===== src/csl_pkg.sv =====
package csl_pkg;

  // Fixed field widths of the request and result transactions.
  localparam int POS_W   = 5;
  localparam int VAL_W   = 32;
  localparam int CNT_W   = 5;
  localparam int LIMIT_W = 5;
  localparam int KIND_W  = 2;

  // Packed stream widths; the data widths are rounded up to whole bytes.
  localparam int IN_DATA_W  = 40;
  localparam int IN_USER_W  = KIND_W;
  localparam int OUT_DATA_W = 40;
  localparam int OUT_USER_W = 1;

  // Capacity limit after reset.
  localparam logic [LIMIT_W-1:0] LIMIT_RST = 5'd16;

  // Request kinds.
  typedef enum logic [KIND_W-1:0] {
    KIND_APPEND    = 2'd0,
    KIND_DELETE    = 2'd1,
    KIND_READ      = 2'd2,
    KIND_OVERWRITE = 2'd3
  } kind_t;

  // Command broadcast to every cell of the chain.
  typedef struct packed {
    logic wr;   // write the cell whose index matches sel_idx
    logic del;  // shift down every cell from sel_idx up to the last one held
    logic rd;   // drive the matching cell's contents onto the read bus
  } cell_ctl_t;

endpackage


===== src/compacting_sequential_list.sv =====
// Channel  Direction  Ports                          Contents
// in       slave      in_tvalid/in_tready/in_tdata   request: kind, position, value
// out      master     out_tvalid/out_tready/out_tdata result: ok, read_value, count
// cfg      write only cfg_wr_en/cfg_wr_data          capacity_limit
//
// A delete shifts the cells above the deleted position down in the cycle it is
// accepted, so one transaction can be accepted per cycle unless a result stalls.
// The result sits in an output register; a new request is taken when that register
// is empty or being emptied in the same cycle, so a stalled result holds the input.
// Reset (rst_n low, synchronous) empties the list and sets the limit to 16; entry
// contents are not cleared.
module compacting_sequential_list #(
  parameter int CAPACITY   = 16,
  parameter int DATA_WIDTH = 32
) (
  input  logic                               clk,
  input  logic                               rst_n,
  // Request stream.
  input  logic                               in_tvalid,
  output logic                               in_tready,
  input  logic [csl_pkg::IN_DATA_W-1:0]      in_tdata,   // position[4:0], value[36:5], zeros
  input  logic [csl_pkg::IN_USER_W-1:0]      in_tuser,   // kind[1:0]
  // Result stream.
  output logic                               out_tvalid,
  input  logic                               out_tready,
  output logic [csl_pkg::OUT_DATA_W-1:0]     out_tdata,  // read_value[31:0], count[36:32], zeros
  output logic [csl_pkg::OUT_USER_W-1:0]     out_tuser,  // ok[0]
  // Configuration write.
  input  logic                               cfg_wr_en,
  input  logic [csl_pkg::LIMIT_W-1:0]        cfg_wr_data
);

  localparam int CNT_IW = $clog2(CAPACITY + 1);
  localparam int CMP_W  = (CNT_IW > csl_pkg::POS_W) ? CNT_IW : csl_pkg::POS_W;
  localparam int EXT_W  = (DATA_WIDTH > csl_pkg::VAL_W) ? DATA_WIDTH : csl_pkg::VAL_W;
  // Positions are five bits wide, so only the lowest cells can ever be read.
  localparam int RD_CELLS = (CAPACITY < 32) ? CAPACITY : 32;

  logic [csl_pkg::LIMIT_W-1:0] limit_r;
  logic [CNT_IW-1:0]           count_r;
  logic [CNT_IW-1:0]           count_nxt;
  logic                        out_valid_r;
  logic                        out_ok_r;
  logic [csl_pkg::VAL_W-1:0]   out_rd_r;
  logic [csl_pkg::CNT_W-1:0]   out_cnt_r;

  csl_pkg::kind_t              kind;
  logic [csl_pkg::POS_W-1:0]   position;
  logic [csl_pkg::VAL_W-1:0]   value;
  logic                        acc;
  logic [CMP_W-1:0]            count_x;
  logic [CMP_W-1:0]            pos_x;
  logic [CMP_W-1:0]            limit_x;
  logic [CMP_W-1:0]            lim_eff;
  logic                        in_range;
  logic                        app_ok;
  logic                        ok_c;
  csl_pkg::cell_ctl_t          ctl;
  logic [CMP_W-1:0]            sel_idx;
  logic [EXT_W-1:0]            val_ext;
  logic [DATA_WIDTH-1:0]       wdata;
  logic [DATA_WIDTH-1:0]       cell_data [CAPACITY];
  logic [DATA_WIDTH-1:0]       cell_rd   [CAPACITY];
  logic [DATA_WIDTH-1:0]       rd_or;
  logic [EXT_W-1:0]            rd_ext;

  // Unpack the request transaction.
  assign kind     = csl_pkg::kind_t'(in_tuser[csl_pkg::KIND_W-1:0]);
  assign position = in_tdata[csl_pkg::POS_W-1:0];
  assign value    = in_tdata[csl_pkg::POS_W +: csl_pkg::VAL_W];

  assign in_tready = !out_valid_r || out_tready;
  assign acc       = in_tvalid && in_tready;

  // Range checks against the count and the effective limit.
  assign count_x  = CMP_W'(count_r);
  assign pos_x    = CMP_W'(position);
  assign limit_x  = CMP_W'(limit_r);
  assign lim_eff  = (limit_x > CMP_W'(CAPACITY)) ? CMP_W'(CAPACITY) : limit_x;
  assign in_range = pos_x < count_x;
  assign app_ok   = count_x < lim_eff;

  always_comb begin
    case (kind)
      csl_pkg::KIND_APPEND: ok_c = app_ok;
      csl_pkg::KIND_DELETE,
      csl_pkg::KIND_READ,
      csl_pkg::KIND_OVERWRITE: ok_c = in_range;
      default: ok_c = 1'b0;
    endcase
  end

  // Command for the cell chain.
  always_comb begin
    ctl.wr  = acc && ok_c &&
              (kind == csl_pkg::KIND_APPEND || kind == csl_pkg::KIND_OVERWRITE);
    ctl.del = acc && ok_c && (kind == csl_pkg::KIND_DELETE);
    ctl.rd  = ok_c && (kind == csl_pkg::KIND_READ);
  end

  assign sel_idx = (kind == csl_pkg::KIND_APPEND) ? count_x : pos_x;
  assign val_ext = EXT_W'(value);
  assign wdata   = val_ext[DATA_WIDTH-1:0];

  // The chain of storage cells; on a delete the cells in the compacting part take their upper neighbor's entry.
  for (genvar i = 0; i < CAPACITY; i++) begin : g_cell
    logic [DATA_WIDTH-1:0] nbr;
    if (i + 1 < CAPACITY) begin : g_mid
      assign nbr = cell_data[i+1];
    end else begin : g_top
      assign nbr = cell_data[i];
    end
    csl_cell #(
      .DATA_WIDTH (DATA_WIDTH),
      .CMP_W      (CMP_W),
      .INDEX      (i)
    ) u_cell (
      .clk      (clk),
      .ctl      (ctl),
      .sel_idx  (sel_idx),
      .cnt      (count_x),
      .wdata    (wdata),
      .nbr_data (nbr),
      .data_out (cell_data[i]),
      .rd_data  (cell_rd[i])
    );
  end

  // Only the addressed cell drives the read bus, so an OR collects it.
  always_comb begin
    rd_or = '0;
    for (int i = 0; i < RD_CELLS; i++) begin
      rd_or = rd_or | cell_rd[i];
    end
  end

  assign rd_ext = EXT_W'(rd_or);

  // Entry count update.
  always_comb begin
    count_nxt = count_r;
    if (acc && ok_c && kind == csl_pkg::KIND_APPEND) begin
      count_nxt = count_r + CNT_IW'(1);
    end else if (ctl.del) begin
      count_nxt = count_r - CNT_IW'(1);
    end
  end

  // Control registers.
  always_ff @(posedge clk) begin
    if (!rst_n) begin
      limit_r     <= csl_pkg::LIMIT_RST;
      count_r     <= '0;
      out_valid_r <= 1'b0;
    end else begin
      if (cfg_wr_en) begin
        limit_r <= cfg_wr_data;
      end
      count_r <= count_nxt;
      if (acc) begin
        out_valid_r <= 1'b1;
      end else if (out_tready) begin
        out_valid_r <= 1'b0;
      end
    end
  end

  // Result register.
  always_ff @(posedge clk) begin
    if (acc) begin
      out_ok_r  <= ok_c;
      out_rd_r  <= rd_ext[csl_pkg::VAL_W-1:0];
      out_cnt_r <= csl_pkg::CNT_W'(count_nxt);
    end
  end

  assign out_tvalid = out_valid_r;
  assign out_tuser  = out_ok_r;
  assign out_tdata  = {{(csl_pkg::OUT_DATA_W - csl_pkg::VAL_W - csl_pkg::CNT_W){1'b0}},
                       out_cnt_r, out_rd_r};

`ifndef SYNTHESIS
  // The list never holds more entries than the built capacity.
  a_count_cap: assert property (@(posedge clk) disable iff (!rst_n)
    count_r <= CNT_IW'(CAPACITY))
    else $error("entry count above capacity");

  // A successful delete removes exactly one entry.
  a_delete_count: assert property (@(posedge clk) disable iff (!rst_n)
    ctl.del |=> count_r == $past(count_r) - CNT_IW'(1))
    else $error("delete did not lower the count by one");

  // A refused request leaves the count unchanged.
  a_fail_stable: assert property (@(posedge clk) disable iff (!rst_n)
    acc && !ok_c |=> $stable(count_r))
    else $error("failed request changed the count");

  // A stalled result blocks new requests.
  a_stall_blocks: assert property (@(posedge clk) disable iff (!rst_n)
    out_valid_r && !out_tready |-> !in_tready)
    else $error("request accepted while a result is stalled");
`endif

endmodule


===== src/csl_cell.sv =====
module csl_cell #(
  parameter int DATA_WIDTH = 32,
  parameter int CMP_W      = 5,
  parameter int INDEX      = 0
) (
  input  logic                  clk,
  input  csl_pkg::cell_ctl_t    ctl,
  input  logic [CMP_W-1:0]      sel_idx,
  input  logic [CMP_W-1:0]      cnt,
  input  logic [DATA_WIDTH-1:0] wdata,
  input  logic [DATA_WIDTH-1:0] nbr_data,
  output logic [DATA_WIDTH-1:0] data_out,
  output logic [DATA_WIDTH-1:0] rd_data
);

  logic [DATA_WIDTH-1:0] data_r;
  logic [DATA_WIDTH-1:0] data_nxt;
  logic                  hit;
  logic                  shift;

  // This cell is addressed, or lies in the part of the list that compacts.
  assign hit   = (sel_idx == CMP_W'(INDEX));
  assign shift = (CMP_W'(INDEX) >= sel_idx) && (CMP_W'(INDEX + 1) < cnt);

  // Take new data on a write, or the upper neighbor's entry on a delete.
  always_comb begin
    data_nxt = data_r;
    if (ctl.wr && hit) begin
      data_nxt = wdata;
    end else if (ctl.del && shift) begin
      data_nxt = nbr_data;
    end
  end

  always_ff @(posedge clk) begin
    data_r <= data_nxt;
  end

  assign data_out = data_r;
  assign rd_data  = (ctl.rd && hit) ? data_r : '0;

endmodule

===== config.mk =====
export PLATFORM = sky130hd
export DESIGN_NAME = compacting_sequential_list
export DESIGN_NICKNAME = d
export VERILOG_FILES = /design/src/csl_pkg.sv /design/src/compacting_sequential_list.sv /design/src/csl_cell.sv
export SDC_FILE = /design/constraint.sdc
export NUM_CORES = 1
export LEC_CHECK = 0
export BUFFER_PORTS_ARGS = -buffer_cell sky130_fd_sc_hd__buf_4
export CORE_MARGIN = 3
export CORE_UTILIZATION = 65
export CTS_CLUSTER_SIZE = 8
export DETAILED_ROUTE_END_ITERATION = 7
export PLACE_DENSITY = 0.8
export SLEW_MARGIN = 30
export SYNTH_ARGS = -nofsm -noshare
export SYNTH_HDL_FRONTEND = slang
export SYNTH_SLANG_ARGS = --single-unit

===== constraint.sdc =====
create_clock -name clk -period 15.3 [get_ports clk]
set_clock_uncertainty 0.15 [all_clocks]
set_input_delay 0.765 -clock clk [delete_from_list [all_inputs] [get_ports clk]]
set_output_delay 0.765 -clock clk [all_outputs]
set_load 0.1 [all_outputs]

==> flow_summary.ini <==
[outcome]
status = finished with violations
violations = design-rule violations

[cts]
cts_resized = 0
numCtsBuffers = 80
cts_root_buf = clkbuf_16
clkTransAtPathRegs_ns = 0.05
worst_skew_pair.late_latency_ns = 0.60
cts_tree = built
htree_levels = 3
clockBufferDepth = 3
holdBufCountCts = 0
clock-sinks = 561
post_cts_buffers = 0

[final_layout]
nFillCells = 2442
areaGrowthSynthToFinish_pct = 11.77
multi_input_area_um2 = 9981
finish.utilization_pct = 74.37
nets = 1921
drive_above_1_share_pct = 36.72
seq_area_um2 = 16740

[floorplan]
start_util_pct = 66.54
num_io_pins = 95
row_count = 74
core_area_um2 = 41200
chipWidth_um = 211.4
die_h_um = 211.4
die_area_um2 = 44680

[synthesis]
ys_seq_elements = 561
synth.most_common_cell = edfxtp_1
synth.largest_area_cell = edfxtp_1
synth_cells = 1790
synth_ff_type = edfxtp_1
syn-cell-area_um2 = 27420
syn_area_per_cell_um2 = 15.32
ys_async_sr_fraction_pct = 0
ys_top_cells_by_count = 550 x edfxtp_1, 387 x mux2_2, 145 x a22oi_1
synth_edf_count = 550
yosysSeqAreaShare_pct = 61.05
synthDistinctLibCells = 84
yosysWarnings = 0
synthTopCellsByArea = edfxtp_1 60%, mux2_2 16%, a22oi_1 4.0%, mux2_1 3.8%, a222oi_1 1.7%
synth_top_area_share_pct = 60.24

[routing]
ant_nets = 0
drc_errors = 2
post_drt_via_cell_ratio = 7.700
postRouteWirelength_mm = 84.92
firstDrtPassIters = 8
initialDrtViolationCount = 2841
wl_per_cell_um = 35.32
vias = 18511

[global_route]
grt_use_total_pct = 37.75
grt_pass1_vias = 18531
gr-usage-met3_pct = 11.68
grt-ovfl-total = 0
antenna_found_initial = 2
met2_usage_pct = 57.58
busiest_layer = met2
grt_first_pass_wirelength_mm = 122.6
grt_max_degree = 41
gr-usage-met1_pct = 50.05

[critical_path]
cp-end-kind = flip-flop
timing.rr.end = g_cell[11].u_cell.data_out[5]$_DFFE_PP_
reg2regPathDepth = 10
crit_required_ns = 15.38
path_class = flip-flop to flip-flop
startpoint = count_r[4]$_SDFF_PN0_
worst_ep_arrival_time_ns = 5.38
r2r_start = count_r[4]$_SDFF_PN0_
r2r_slack_ns = 10.00
critPathMaxFanout = 33
start_kind = flip-flop

[pwr]
p_leak_uw = 0.009939
ir_drop_mv = 0.09575
power.density_nw_per_um2 = 114.5

[sta]
max_slew.worst_pin.slew_ns = 0.9860
final_hold_viol_count = 0
rsz0062_at_grt = no
min_period_ns = 5.297
final.period_utilization_pct = 34.62
relSlewSlack_pct = 34.27
fmax_ghz = 0.1888
slew_viol_final = 0
setup-tns-final_ns = 0
setup_viol = 0

[worst_hold_path]
min_path_cells = 3
hold_path_end = limit_r[4]$_SDFFE_PN1P_
hold_class = input port to flip-flop
holdCritStartpoint = cfg_wr_data[4]

[place]
gp_congestion = 0.8755
dp_hpwl_mm = 43.94
portBuffers = 88

[job]
drv_cap = 0
[area by class of cell]
| cell class | instances | area share, % |
|---|---|---|
| Antenna cell | 4 | 0.03267 |
| Clock buffer | 91 | 6.876 |
| Clock inverter | 4 | 0.1143 |
| Inverter | 11 | 0.1347 |
| Multi-Input combinational cell | 1059 | 32.57 |
| Sequential cell | 561 | 54.62 |
| Tap cell | 532 | 2.172 |
| Timing Repair Buffer | 142 | 3.479 |
[metal layers]
| layer | vias up | wire length, um |
|---|---|---|
| li1 | 7376 | - |
| met1 | 9121 | 29810 |
| met2 | 1647 | 38130 |
| met3 | 363 | 12450 |
| met4 | 4 | 4494 |
| met5 | - | 26 |
[where the power goes]
group	switching, uW	leakage, uW	total, uW	internal [uW]
clock network	631	0.00105	1590	955
registers	6.96	0.00508	1690	1680
logic	170	0.00381	232	61.6
total	808	0.00994	3510	2700
[metrics by stage]
stage | setup slack [ns] | hold slack [ns] | std cells | power, uW | area [um^2]
global route | 9.892 | 0.2653 | 2400 | 3578 | 30630
detailed placement | 10.23 | 0.3522 | 2305 | 1942 | 28490
finish | 10.00 | 0.2385 | 2404 | 3509 | 30640
floorplan | 9.674 | 0.3228 | 1792 | 1864 | 27420
global placement | 10.10 | 0.3468 | 2305 | 1939 | 28450
CTS | 10.15 | 0.2261 | 2400 | 3501 | 30630
[critical path, stage by stage, from the launching register on]
cell and delay, ns:
dfxtp_1 0.78, inv_1 0.29, ha_1 0.39, a211o_1 0.32, a31oi_1 0.49, o21ai_2 0.13, buf_4 0.26, nor3_4 0.20
buf_4 0.67, a31o_2 0.67, buf_4 0.54
[registers in the layout (all words and copies together) (netlist names)]
| name | cells |
|---|---|
| g_cell.u_cell.data_out | 512 |
| limit_r | 5 |
| out_rd_r | 32 |
| out_cnt_r | 5 |
| out_tuser | 1 |
| out_tvalid | 1 |
| count_r | 5 |
[cell usage in the layout (no fill, tap or decap), types with 7 or more instances in the layout]
master,instances
nor3_1,9
buf_4,142
inv_1,10
o211ai_1,15
clkbuf_16,83
nand4_1,8
a222oi_1,46
nor2_1,17
dfxtp_1,11
o21ai_0,19
a211o_1,8
o22ai_1,12
nand2_1,46
clkbuf_1,8
o2bb2ai_1,12
a31oi_1,10
a21oi_1,15
ha_1,14
nand3_1,12
a22oi_2,7
mux2_1,93
mux2_2,387
a22o_1,22
edfxtp_1,550
a22oi_1,145
and2_1,9
[cell families (layout without fill, tap and decap cells)]
| logic type | after synthesis | count (layout) | share of synthesized area [%] |
|---|---|---|---|
| flip-flops | 561 | 561 | 61.05 |
| multiplexers | 486 | 486 | 19.94 |
| buffers and inverters | 172 | 248 | 3.450 |
| adder cells (fa/ha/maj) | 14 | 14 | 0.6390 |
| AO/OA/AOI/OAI | 384 | 384 | 11.24 |
| XOR/XNOR | 3 | 3 | 0.09586 |
| AND/OR/NAND/NOR | 169 | 169 | 3.583 |
| other | 1 | 7 | 0.01368 |
[worst max-delay path by stage]
stage	to	slack, ns	cells past startpoint
2_1_floorplan	g_cell[14].u_cell.data_out[0]$_DFFE_PP_	9.67	8
3_3_place_gp	g_cell[1].u_cell.data_out[16]$_DFFE_PP_	10.10	9
3_5_place_dp	g_cell[11].u_cell.data_out[31]$_DFFE_PP_	10.23	10
4_1_cts	g_cell[11].u_cell.data_out[1]$_DFFE_PP_	10.15	10
5_1_grt	g_cell[11].u_cell.data_out[1]$_DFFE_PP_	9.89	10
6_report	g_cell[11].u_cell.data_out[5]$_DFFE_PP_	10.00	10
Note: power is estimated with default switching activity, not from simulation.
